[config.mk]
export PLATFORM = sky130hd
export DESIGN_NAME = sorted_middle_average_filter_top_flat
export DESIGN_NICKNAME = d
export VERILOG_FILES = /design/src/rtl/smaf_pkg.sv /design/src/rtl/smaf_in_if.sv /design/src/rtl/smaf_out_if.sv /design/src/rtl/sorted_middle_average_filter_top.sv /design/src/rtl/smaf_ram.sv /design/src/rtl/smaf_ctrl.sv /design/src/rtl/smaf_datapath.sv /design/src/flat_wrapper.sv
export VERILOG_INCLUDE_DIRS = /design/src /design/src/rtl
export SDC_FILE = /design/constraint.sdc
export NUM_CORES = 1
export LEC_CHECK = 0
export ABC_AREA = 0
export BUFFER_PORTS_ARGS = -buffer_cell sky130_fd_sc_hd__buf_4
export CAP_MARGIN = 20
export CORE_UTILIZATION = 30
export DETAILED_ROUTE_END_ITERATION = 10
export SLEW_MARGIN = 20
export SYNTH_ARGS = -nofsm -noshare
export SYNTH_HDL_FRONTEND = slang
export SYNTH_SLANG_ARGS = --single-unit
[constraint.sdc]
create_clock -name i_clk -period 6 [get_ports i_clk]
set_input_delay 1.2 -clock i_clk [delete_from_list [all_inputs] [get_ports i_clk]]
set_output_delay 1.2 -clock i_clk [all_outputs]
set_load 0.01 [all_outputs]
[src/rtl/assert_macros.svh]
`ifndef ASSERT_MACROS_SVH
`define ASSERT_MACROS_SVH

// checked only while reset is released
`define SMAF_ASSERT(lbl, clk, rstn, prop, msg) \
    lbl: assert property (@(posedge clk) disable iff (!rstn) (prop)) else $error(msg);

// checked at every edge, reset included
`define SMAF_ASSERT_ALWAYS(lbl, clk, prop, msg) \
    lbl: assert property (@(posedge clk) (prop)) else $error(msg);

`endif

[src/rtl/smaf_pkg.sv]
package smaf_pkg;

    localparam int CHANNELS         = 4;
    localparam int FIELD_W          = 12;
    localparam int SAMPLE_COUNT_DEF = 16;
    localparam int SAMPLE_WIDTH_DEF = 12;

    typedef logic [FIELD_W-1:0] t_field;

    // controller to datapath
    typedef struct packed {
        logic start;
        logic scan;
        logic sum_mode;
        logic write_new;
        logic emit;
    } t_cmd;

    // datapath to controller
    typedef struct packed {
        logic full;
        logic scan_done;
        logic out_free;
    } t_status;

endpackage

[src/rtl/smaf_in_if.sv]
interface smaf_in_if import smaf_pkg::*; ();
    logic   valid;
    logic   ready;
    t_field sample_ch0;
    t_field sample_ch1;
    t_field sample_ch2;
    t_field sample_ch3;

    modport source (output valid, output sample_ch0, output sample_ch1,
                    output sample_ch2, output sample_ch3, input ready);
    modport sink   (input valid, input sample_ch0, input sample_ch1,
                    input sample_ch2, input sample_ch3, output ready);
endinterface

[src/rtl/smaf_out_if.sv]
interface smaf_out_if import smaf_pkg::*; ();
    logic   valid;
    logic   ready;
    t_field mean_ch0;
    t_field mean_ch1;
    t_field mean_ch2;
    t_field mean_ch3;

    modport source (output valid, output mean_ch0, output mean_ch1,
                    output mean_ch2, output mean_ch3, input ready);
    modport sink   (input valid, input mean_ch0, input mean_ch1,
                    input mean_ch2, input mean_ch3, output ready);
endinterface

[src/rtl/sorted_middle_average_filter_top.sv]
// fill request k (k = 0 .. SAMPLE_COUNT-1) runs a rank-compare pass over the k stored
// entries, one memory read per cycle, then one insert write
// the request after a full buffer drops its samples, runs a sum pass over the stored entries,
// puts the result into the output register once that is free, and then takes the next request
// synchronous active-low reset empties the buffers and the output register, no clearing pass
module sorted_middle_average_filter_top import smaf_pkg::*; #(
    parameter int SAMPLE_COUNT = SAMPLE_COUNT_DEF,
    parameter int SAMPLE_WIDTH = SAMPLE_WIDTH_DEF
) (
    input  logic              i_clk,
    input  logic              i_rst_n,
    smaf_in_if.sink           i_in,
    smaf_out_if.source        o_out
);

    // scheme: instead of sorting in place, every stored entry carries its rank
    // among the entries stored so far (ties rank by arrival order). a new sample
    // is compared against every stored one: each larger stored entry moves up one
    // rank, every other one moves the new sample up. after the last fill the
    // ranks equal the sorted positions, so one sweep sums the entries whose rank
    // lies in the middle window of four

    t_cmd    cmd;
    t_status status;
    t_field  samples [CHANNELS];
    t_field  means   [CHANNELS];

    assign samples[0] = i_in.sample_ch0;
    assign samples[1] = i_in.sample_ch1;
    assign samples[2] = i_in.sample_ch2;
    assign samples[3] = i_in.sample_ch3;

    // sequencer: idle, rank pass, insert, sum pass, emit
    smaf_ctrl u_ctrl (
        .i_clk      (i_clk),
        .i_rst_n    (i_rst_n),
        .i_in_valid (i_in.valid),
        .o_in_ready (i_in.ready),
        .i_status   (status),
        .o_cmd      (cmd)
    );

    // buffer memory, rank update, window sums and the output register
    smaf_datapath #(
        .SAMPLE_COUNT (SAMPLE_COUNT),
        .SAMPLE_WIDTH (SAMPLE_WIDTH)
    ) u_datapath (
        .i_clk       (i_clk),
        .i_rst_n     (i_rst_n),
        .i_cmd       (cmd),
        .o_status    (status),
        .i_samples   (samples),
        .i_out_ready (o_out.ready),
        .o_out_valid (o_out.valid),
        .o_means     (means)
    );

    // results stay in the output register while the next round fills
    assign o_out.mean_ch0 = means[0];
    assign o_out.mean_ch1 = means[1];
    assign o_out.mean_ch2 = means[2];
    assign o_out.mean_ch3 = means[3];

endmodule

[src/rtl/smaf_ram.sv]
module smaf_ram #(
    parameter int WIDTH = 8,
    parameter int DEPTH = 16
) (
    input  logic                     i_clk,
    input  logic                     i_wr_en,
    input  logic [$clog2(DEPTH)-1:0] i_wr_addr,
    input  logic [WIDTH-1:0]         i_wr_data,
    input  logic                     i_rd_en,
    input  logic [$clog2(DEPTH)-1:0] i_rd_addr,
    output logic [WIDTH-1:0]         o_rd_data
);

    logic [WIDTH-1:0] r_mem [DEPTH];
    logic [WIDTH-1:0] r_rd_data;

    always_ff @(posedge i_clk) begin
        if (i_wr_en) begin
            r_mem[i_wr_addr] <= i_wr_data;
        end
        if (i_rd_en) begin
            r_rd_data <= r_mem[i_rd_addr];
        end
    end

    assign o_rd_data = r_rd_data;

endmodule

[src/rtl/smaf_ctrl.sv]
module smaf_ctrl import smaf_pkg::*; (
    input  logic    i_clk,
    input  logic    i_rst_n,
    input  logic    i_in_valid,
    output logic    o_in_ready,
    input  t_status i_status,
    output t_cmd    o_cmd
);

    typedef enum logic [4:0] {
        S_IDLE  = 5'b00001,
        S_RANK  = 5'b00010,
        S_WRITE = 5'b00100,
        S_SUM   = 5'b01000,
        S_EMIT  = 5'b10000
    } t_state;

    t_state r_state;
    t_state n_state;

    always_ff @(posedge i_clk) begin
        if (!i_rst_n) begin
            r_state <= S_IDLE;
        end else begin
            r_state <= n_state;
        end
    end

    always_comb begin
        n_state = r_state;
        o_cmd   = '0;
        case (r_state)
            S_IDLE: begin
                if (i_in_valid && o_in_ready) begin
                    o_cmd.start = 1'b1;
                    n_state     = i_status.full ? S_SUM : S_RANK;
                end
            end
            S_RANK: begin
                o_cmd.scan = 1'b1;
                if (i_status.scan_done) begin
                    n_state = S_WRITE;
                end
            end
            S_WRITE: begin
                o_cmd.write_new = 1'b1;
                n_state         = S_IDLE;
            end
            S_SUM: begin
                o_cmd.scan     = 1'b1;
                o_cmd.sum_mode = 1'b1;
                if (i_status.scan_done) begin
                    n_state = S_EMIT;
                end
            end
            S_EMIT: begin
                if (i_status.out_free) begin
                    o_cmd.emit = 1'b1;
                    n_state    = S_IDLE;
                end
            end
            default: begin
                n_state = S_IDLE;
            end
        endcase
    end

    // no request is taken while reset is held
    assign o_in_ready = (r_state == S_IDLE) && i_rst_n;

endmodule

[src/rtl/smaf_datapath.sv]
`include "assert_macros.svh"

module smaf_datapath import smaf_pkg::*; #(
    parameter int SAMPLE_COUNT = SAMPLE_COUNT_DEF,
    parameter int SAMPLE_WIDTH = SAMPLE_WIDTH_DEF
) (
    input  logic    i_clk,
    input  logic    i_rst_n,
    input  t_cmd    i_cmd,
    output t_status o_status,
    input  t_field  i_samples [CHANNELS],
    input  logic    i_out_ready,
    output logic    o_out_valid,
    output t_field  o_means [CHANNELS]
);

    localparam int AW      = $clog2(SAMPLE_COUNT);
    localparam int CW      = $clog2(SAMPLE_COUNT + 1);
    localparam int RW      = AW;
    localparam int ENTRY_W = RW + SAMPLE_WIDTH;
    localparam int WORD_W  = CHANNELS * ENTRY_W;
    localparam int SUM_W   = SAMPLE_WIDTH + 2;
    localparam int MID     = SAMPLE_COUNT / 2;

    localparam logic [RW-1:0] RANK_LO = RW'(MID - 2);
    localparam logic [RW-1:0] RANK_HI = RW'(MID + 1);
    localparam logic [CW-1:0] FULL    = CW'(SAMPLE_COUNT);

    logic [CW-1:0]           r_fill;
    logic [CW-1:0]           r_addr;
    logic                    r_pend;
    logic [AW-1:0]           r_pend_addr;
    logic [SAMPLE_WIDTH-1:0] r_new      [CHANNELS];
    logic [RW-1:0]           r_new_rank [CHANNELS];
    logic [SUM_W-1:0]        r_sum      [CHANNELS];
    logic                    r_out_valid;
    t_field                  r_mean     [CHANNELS];

    logic                    issue;
    logic                    wr_en;
    logic [AW-1:0]           wr_addr;
    logic [WORD_W-1:0]       wr_data;
    logic [WORD_W-1:0]       rd_data;
    logic [SAMPLE_WIDTH-1:0] rd_val     [CHANNELS];
    logic [RW-1:0]           rd_rank    [CHANNELS];
    logic                    greater    [CHANNELS];
    logic                    in_window  [CHANNELS];

    // one word holds {rank, value} for all channels at the same index
    smaf_ram #(
        .WIDTH (WORD_W),
        .DEPTH (SAMPLE_COUNT)
    ) u_ram (
        .i_clk     (i_clk),
        .i_wr_en   (wr_en),
        .i_wr_addr (wr_addr),
        .i_wr_data (wr_data),
        .i_rd_en   (issue),
        .i_rd_addr (r_addr[AW-1:0]),
        .o_rd_data (rd_data)
    );

    assign issue = i_cmd.scan && (r_addr < r_fill);

    always_comb begin
        for (int c = 0; c < CHANNELS; c++) begin
            rd_val[c]    = rd_data[c*ENTRY_W +: SAMPLE_WIDTH];
            rd_rank[c]   = rd_data[c*ENTRY_W+SAMPLE_WIDTH +: RW];
            greater[c]   = rd_val[c] > r_new[c];
            in_window[c] = (rd_rank[c] >= RANK_LO) && (rd_rank[c] <= RANK_HI);
        end
    end

    // rank pass writes back the bumped rank, the insert writes the new entry
    always_comb begin
        wr_en   = i_cmd.write_new || (i_cmd.scan && !i_cmd.sum_mode && r_pend);
        wr_addr = i_cmd.write_new ? r_fill[AW-1:0] : r_pend_addr;
        for (int c = 0; c < CHANNELS; c++) begin
            if (i_cmd.write_new) begin
                wr_data[c*ENTRY_W +: ENTRY_W] = {r_new_rank[c], r_new[c]};
            end else begin
                wr_data[c*ENTRY_W +: ENTRY_W] =
                    {greater[c] ? rd_rank[c] + RW'(1) : rd_rank[c], rd_val[c]};
            end
        end
    end

    always_ff @(posedge i_clk) begin
        if (!i_rst_n) begin
            r_fill      <= '0;
            r_addr      <= '0;
            r_pend      <= 1'b0;
            r_out_valid <= 1'b0;
        end else begin
            if (i_cmd.start) begin
                r_addr <= '0;
                r_pend <= 1'b0;
            end else if (i_cmd.scan) begin
                r_pend <= issue;
                if (issue) begin
                    r_addr <= r_addr + CW'(1);
                end
            end
            if (i_cmd.write_new) begin
                r_fill <= r_fill + CW'(1);
            end else if (i_cmd.emit) begin
                r_fill <= '0;
            end
            if (i_cmd.emit) begin
                r_out_valid <= 1'b1;
            end else if (i_out_ready) begin
                r_out_valid <= 1'b0;
            end
        end
    end

    always_ff @(posedge i_clk) begin
        if (issue) begin
            r_pend_addr <= r_addr[AW-1:0];
        end
        for (int c = 0; c < CHANNELS; c++) begin
            if (i_cmd.start) begin
                r_new[c]      <= SAMPLE_WIDTH'(i_samples[c]);
                r_new_rank[c] <= '0;
                r_sum[c]      <= '0;
            end else if (i_cmd.scan && r_pend) begin
                if (i_cmd.sum_mode) begin
                    if (in_window[c]) begin
                        r_sum[c] <= r_sum[c] + SUM_W'(rd_val[c]);
                    end
                end else if (!greater[c]) begin
                    r_new_rank[c] <= r_new_rank[c] + RW'(1);
                end
            end
            if (i_cmd.emit) begin
                r_mean[c] <= FIELD_W'(r_sum[c][SUM_W-1:2]);
            end
        end
    end

    assign o_status.full      = (r_fill == FULL);
    assign o_status.scan_done = !r_pend && (r_addr == r_fill);
    assign o_status.out_free  = !r_out_valid || i_out_ready;

    assign o_out_valid = r_out_valid;
    assign o_means     = r_mean;

    `SMAF_ASSERT(a_fill_bound, i_clk, i_rst_n, r_fill <= FULL, "fill count past depth")
    `SMAF_ASSERT(a_pend_below_fill, i_clk, i_rst_n, r_pend |-> (CW'(r_pend_addr) < r_fill), "read past filled entries")
    `SMAF_ASSERT(a_insert_after_scan, i_clk, i_rst_n, i_cmd.write_new |-> (!r_pend && (r_addr == r_fill)), "insert before rank pass ended")
    `SMAF_ASSERT_ALWAYS(a_reset_clears, i_clk, !i_rst_n |=> (r_fill == '0 && !r_out_valid), "reset left state behind")

endmodule

[src/flat_wrapper.sv]
// flat-port wrapper written by rule: the top's interface ports become plain ports
module sorted_middle_average_filter_top_flat import smaf_pkg::*;
#(
    parameter int SAMPLE_COUNT = SAMPLE_COUNT_DEF,
    parameter int SAMPLE_WIDTH = SAMPLE_WIDTH_DEF
)
  (i_clk, i_rst_n, i_in_valid, i_in_sample_ch0, i_in_sample_ch1, i_in_sample_ch2, i_in_sample_ch3, i_in_ready, o_out_valid, o_out_mean_ch0, o_out_mean_ch1, o_out_mean_ch2, o_out_mean_ch3, o_out_ready);
  smaf_in_if i_in_i ();
  smaf_out_if o_out_i ();
  input  logic i_clk;
  input  logic i_rst_n;
  input wire logic [$bits(i_in_i.valid)-1:0] i_in_valid;
  input wire logic [$bits(i_in_i.sample_ch0)-1:0] i_in_sample_ch0;
  input wire logic [$bits(i_in_i.sample_ch1)-1:0] i_in_sample_ch1;
  input wire logic [$bits(i_in_i.sample_ch2)-1:0] i_in_sample_ch2;
  input wire logic [$bits(i_in_i.sample_ch3)-1:0] i_in_sample_ch3;
  output wire logic [$bits(i_in_i.ready)-1:0] i_in_ready;
  output wire logic [$bits(o_out_i.valid)-1:0] o_out_valid;
  output wire logic [$bits(o_out_i.mean_ch0)-1:0] o_out_mean_ch0;
  output wire logic [$bits(o_out_i.mean_ch1)-1:0] o_out_mean_ch1;
  output wire logic [$bits(o_out_i.mean_ch2)-1:0] o_out_mean_ch2;
  output wire logic [$bits(o_out_i.mean_ch3)-1:0] o_out_mean_ch3;
  input wire logic [$bits(o_out_i.ready)-1:0] o_out_ready;
  assign i_in_i.valid = i_in_valid;
  assign i_in_i.sample_ch0 = i_in_sample_ch0;
  assign i_in_i.sample_ch1 = i_in_sample_ch1;
  assign i_in_i.sample_ch2 = i_in_sample_ch2;
  assign i_in_i.sample_ch3 = i_in_sample_ch3;
  assign i_in_ready = i_in_i.ready;
  assign o_out_valid = o_out_i.valid;
  assign o_out_mean_ch0 = o_out_i.mean_ch0;
  assign o_out_mean_ch1 = o_out_i.mean_ch1;
  assign o_out_mean_ch2 = o_out_i.mean_ch2;
  assign o_out_mean_ch3 = o_out_i.mean_ch3;
  assign o_out_i.ready = o_out_ready;
  sorted_middle_average_filter_top #(.SAMPLE_COUNT(SAMPLE_COUNT), .SAMPLE_WIDTH(SAMPLE_WIDTH)) u_core (.i_clk(i_clk), .i_rst_n(i_rst_n), .i_in(i_in_i), .o_out(o_out_i));
endmodule
==> flow_metrics.tcl, run 1 <==
set metrics [dict create \
    synth_seq_cells 1277 \
    async_flop_share_pct 0 \
    status "finished, violations left" \
    worstPathRequired_ns 6.36 \
    cts_tree "done" \
    grt_use_total_pct 12.9 \
    drc 1 \
    wirelength_mm 112 \
    post-place-ws_ns 2.24 \
    synth-main-ff-cell "edfxtp_1" \
    worstSetupEndpointType "flip-flop" \
    pin_count 102 \
    ys_types 62 \
    cap_viol_max_count 0 \
    swShare_pct 20.1 \
    hold_viol_final 0 \
    grt_max_degree 123 \
    synth_top_area_share_pct 73.1 \
    powerDensity_nw_per_um2 304 \
    crit_type "flip-flop to flip-flop" \
    fin_cells 5231 \
    hold_path_class "flip-flop to flip-flop" \
    rsz0062_at_grt "false" \
    start_util_pct 30.2 \
    core_um2 172000 \
    grt_pass1_vias 25700 \
    cts_sinks 1277 \
    synth.most_common_cell "edfxtp_1" \
    worstMarginPinSlew_ns 1.11 \
    failed_checks "DRC" \
    grt_overflow 0 \
    p_seq_share_pct 53.6 \
    synth.avg_cell_area_um2 20.0 \
    die_y_um 417 \
    via_per_inst 4.77 \
    fillers 16000 \
    clockRootBuffer "clkbuf_16" \
    dpl.hpwl_mm 66.6 \
    routabilityCongestion 0.784 \
    syn_nets 2773 \
    antenna_found_initial 4 \
    power_frac_comb_pct 1.9 \
    fin_crit_ns 3.79 \
    area_growth_pct 16.2 \
    worst-path-max-fanout 65 \
    slew_viol_final 0 \
    n_antenna_cell 0 \
    hp-start "u_core.u_datapath.r_sum[2][2]" \
    cts_hold_buf 0 \
    die_area_um2 174000 \
    startpoint "u_core.u_ctrl.r_state[4]" \
    ant_nets 0 \
    wire_per_inst_um 21.4 \
    setup_viol_count_final 0 \
    synthesis.instances 2593 \
    drive_gt1_share_pct 25.5 \
    ir_drop_v 0.000203 \
    cts_max_path_buffers 3 \
    p_switching_w 0.00367 \
    port_buffers 101 \
    p_clk_share_pct 44.6 \
    fin_crit_sh_pct 63.2 \
    dp_cells 4988 \
    yosysTopAreaCell "edfxtp_1" \
    cts_resized 0 \
    cts_setup_buffers 0 \
    grt_pass1_wl_mm 168 \
    crit_arrival_ns 4.15 \
    critPathLaunchType "flip-flop" \
    fp.dieW_um 417 \
    vias 24900 \
    finalWorstSetupSlack_ns 2.21 \
    p_int_w 0.0146 \
    dr.pass1.iters 8 \
    cellLeakagePower_nw 19.0 \
    layout.nets 3000 \
    first_iter_violations 2019 \
    ys_top_cells_by_area "edfxtp_1, mux4_2, ha_1, nor2_1, o21ai_0" \
    ys_seq_area_share_pct 73.8 \
    clkSlewWorstSetupHoldPaths_ns 0.06 \
    synth_edf_count 1260 \
    totalNegativeSetupSlack_ns 0 \
    worstSkewPairLatency_ns 0.75 \
    syn_area_um2 51700 \
    rows 152 \
    ys_top_cells_by_count "edfxtp_1, mux4_2, nor2_1, ha_1, nand2_1" \
    htreeDepth 4 \
    max_freq_ghz 0.264 \
    r2r_start "u_core.u_ctrl.r_state[4]" \
    yosys_warnings 0 \
    max_slew_margin_pct 26.1 \
    fin_skew_ns 0.0240 \
    cts_made_buffers 134 \
]
placed cells by master, fill, tap and decap left out, drive strengths merged, types with 21 or more instances in the layout:
master,synthesis,final
xnor2,25,25
buf,45,185
nand2,109,109
inv,83,93
ha,124,124
nor2,125,125
nand3,24,24
edfxtp,1260,1260
nor3,24,24
xor2,21,21
o21ai,95,95
a21oi,59,59
mux4,320,320
clkbuf,53,171
a21o,23,23
clkinv,0,45
path summary, 6_finish.rpt:
path	endpoint	slack [ns]	cells after the start
min reg2reg	u_core.u_datapath.o_means[12]	0.46	0
min	u_core.u_datapath.o_means[12]	0.46	0
max reg2reg	u_core.u_datapath.u_ram.r_mem[15][8]	2.21	6
max	u_core.u_datapath.u_ram.r_mem[15][8]	2.21	6
through the flow:
step | area, um^2 | total power (W) | hold WS (ns) | util, %
global route | 60100 | 0.0189 | 0.480 | 35.0
floorplan | 51700 | 0.0102 | 0.431 | -
finish | 60100 | 0.0183 | 0.465 | 35.0
CTS | 60000 | 0.0185 | 0.469 | 35.0
global placement | 55700 | 0.0103 | 0.448 | 32.5
detailed placement | 55700 | 0.0103 | 0.450 | 32.5
state kept, by name (all words and copies together), names as in the netlist, 16 cells and up:
signal / flops
u_core.u_datapath.r_sum: 56
u_core.u_datapath.r_new_rank: 16
u_core.u_datapath.u_ram.r_mem: 1024
u_core.u_datapath.o_means: 48
u_core.u_datapath.u_ram.o_rd_data: 64
u_core.u_datapath.r_new: 48
power groups by stage:
stage | Combinational [W] | Clock, W | Sequential, W
after CTS | 0.000350 | 0.00837 | 0.00980
after global placement | 0.000344 | 0 | 0.00999
final | 0.000346 | 0.00815 | 0.00980
after floorplan | 0.000221 | 0 | 0.00997
after global routing | 0.000388 | 0.00869 | 0.00980
after detailed placement | 0.000346 | 0 | 0.00999
final cells by class:
type	count	area, um^2	share of cell area, %
flip-flops and latches	1277	38200	63.5
multi-input cells	1135	12900	21.5
clock buffers	167	3660	6.08
well taps	2310	2890	4.81
repair buffers	189	1510	2.51
clock inverters	70	657	1.09
inverters	83	313	0.520
critical path: stages (launching register included):
cell and delay (ns):
dfxtp_1 0.35, nor2_1 0.25, nand3_4 0.63, nor3_1 0.46, a31oi_1 0.25, nor2_4 0.45, buf_4 0.90
logic make-up after synthesis:
logic type | count (synthesis) | share of synthesized area, %
buffers and inverters | 181 | 1.66
adder cells (fa/ha/maj) | 128 | 3.15
AND/OR/NAND/NOR | 357 | 3.18
flip-flops | 1277 | 73.8
XOR/XNOR | 46 | 0.779
multiplexers | 324 | 14.0
AO/OA/AOI/OAI | 280 | 3.45
metal layers:
metal / global-route usage, % / up-vias / routed length [um]
li1: - / 11100 / -
met5: 0 / - / 22
met2: 21.5 / 588 / 55700
met3: 2.28 / 169 / 5200
met4: 4.27 / 4 / 2830
met1: 17.0 / 13100 / 48500
(Power assumes the default switching activity.)
==> run 2, diff against run 1 <==
clock period = 3.3 ns   (was 6 ns; I/O delays follow)
==> run 2 against run 1 <==
The flow still finishes with violations (DRC). Cell count increased by 0.76%. Non-clock buffer count is 48 higher. Core utilization increased by 0.26 points. Clock-buffer cell count shrank 3. Clock power increased by 72%. Die area stayed put. Register-to-register slack got worse by 2.1 ns.
==> flow_metrics.tcl, run 2 (synthesis gave the netlist of run 1 again) <==
set metrics [dict create \
    dr.pass1.iters 8 \
    finalWorstSetupSlack_ns 0.144 \
    powerDensity_nw_per_um2 536 \
    fin_crit_ns 3.16 \
    hold_path_class "input port to flip-flop" \
    die_y_um 417 \
    wire_per_inst_um 22.3 \
    grt_pass1_vias 26400 \
    cts_made_buffers 132 \
    clockRootBuffer "clkbuf_16" \
    final_cell_mix "edfxtp_1, mux4_2, buf_4, clkbuf_16, ha_1" \
    max_freq_ghz 0.317 \
    final_util_pct 35.3 \
    area_growth_pct 17.0 \
    drive_gt1_share_pct 26.1 \
    port_buffers 101 \
    cts_max_path_buffers 3 \
    slew_viol_final 0 \
    cap_viol_max_count 0 \
    post-place-ws_ns 0.0921 \
    ir_drop_v 0.000473 \
    cpPeakStageDelay_ns 0.90 \
    cpLargestDelayFamily "compound AO/OA/AOI/OAI gates" \
    pin_count 102 \
    layout.nets 3046 \
    worstSkewPairLatency_ns 0.76 \
    grt_overflow 0 \
    cellLeakagePower_nw 19.2 \
    critPathBufInv 0 \
    seq_area_um2 38200 \
    dpl.hpwl_mm 65.1 \
    setup_viol_count_final 0 \
    worstPathCellList "ha_1, a21oi_1, o21ai_1, a2111oi_0, a211oi_2, o211ai_1" \
    via_per_inst 4.81 \
    hold_viol_final 0 \
    cts_tree "done" \
    crit_type "flip-flop to flip-flop" \
    critPathLaunchType "flip-flop" \
    failed_checks "DRC" \
    fin_crit_sh_pct 95.6 \
    fin_area_um2 60600 \
    power_w 0.0324 \
    wirelength_mm 118 \
    grt_use_total_pct 13.6 \
    rows 152 \
    multi_input_area_um2 12900 \
    vias 25300 \
    core_um2 172000 \
    routabilityCongestion 0.788 \
    first_iter_violations 2180 \
    layout_commonest_cell "edfxtp_1" \
    cts_hold_buf 0 \
    status "finished, violations left" \
    worstSetupEndpointType "flip-flop" \
    ant_nets 0 \
    die_area_um2 174000 \
    fillers 16000 \
    largest_reg_flops 1024 \
    worstPathRequired_ns 3.72 \
    worst-path-max-fanout 16 \
    grt_max_degree 97 \
    fp.dieW_um 417 \
    fin_skew_ns 0.0271 \
    drc 2 \
    start_util_pct 30.2 \
    worstMarginPinSlew_ns 1.10 \
    crit_arrival_ns 3.58 \
    clkSlewWorstSetupHoldPaths_ns 0.06 \
    htreeDepth 4 \
    cts_sinks 1277 \
    cp_slowest_cell "o211ai_1" \
    antenna_found_initial 5 \
    grt_pass1_wl_mm 175 \
    largest_register "u_core.u_datapath.u_ram.r_mem" \
    max_slew_margin_pct 26.2 \
    post_dp_cell_area_um2 56500 \
]
run 2: cell types whose count changed in the layout (fill, tap and decap cells not counted), moves of 4 or more:
cell / delta
clkbuf_16: -7
clkinvlp_4: -4
o21ai_1: -11
clkinv_2: +5
buf_4: +16
buf_12: +35
o21ai_2: -8
bufinv_16: -5
o21ai_0: +19
clkbuf_1: +5
run 2: timing repair:
action                     in CTS  in global routing
buffers inserted                0                  1
gates resized for setup         0                  4
setup endpoints to repair       0                 80
run 2: report_power, final:
group / leakage [nW] / switching, W / total, W / internal, W
Clock: 1.95 / 0.00615 / 0.0140 / 0.00783
Sequential: 11.5 / 0.0000594 / 0.0178 / 0.0178
Combinational: 5.75 / 0.000402 / 0.000644 / 0.000242
Total: 19.2 / 0.00661 / 0.0324 / 0.0258
run 2: per-layer routing:
metal / GRT usage, % / routed length [um] / vias up
met5: 0 / 52 / -
met4: 3.71 / 2100 / 8
met3: 2.06 / 5050 / 156
met2: 23.3 / 60000 / 547
met1: 17.8 / 50500 / 13400
li1: - / - / 11200
run 2: final timing paths:
| path | start | to | slack [ns] | cells after the start |
|---|---|---|---|---|
| worst max-delay path | u_core.u_datapath.u_ram.o_rd_data[43] | u_core.u_datapath.u_ram.r_mem[7][46] | 0.14 | 6 |
| worst max register to register | u_core.u_datapath.u_ram.o_rd_data[43] | u_core.u_datapath.u_ram.r_mem[7][46] | 0.14 | 6 |
| worst min-delay path | i_in_sample_ch2[9] | u_core.u_datapath.r_new[2][9] | 0.08 | 1 |
| worst min register to register | u_core.u_datapath.r_sum[2][3] | u_core.u_datapath.o_means[13] | 0.48 | 0 |
run 2: area by class of cell:
cell class	instances	share of cell area, %
well taps	2310	4.77
flip-flops and latches	1277	63.1
clock inverters	64	0.818
diodes	1	0.00413
repair buffers	237	3.81
clock buffers	164	5.76
multi-input cells	1135	21.3
inverters	83	0.521
run 2: metrics by stage:
| step | TNS, ns | std cells | hold WS (ns) |
|---|---|---|---|
| after floorplan | -124.60 | 2593 | 0.431 |
| after global placement | 0 | 5039 | 0.465 |
| after detailed placement | 0 | 5039 | 0.448 |
| after CTS | 0 | 5267 | 0.0259 |
| after global routing | -0.000646 | 5271 | 0.0540 |
| final | 0 | 5271 | 0.0778 |
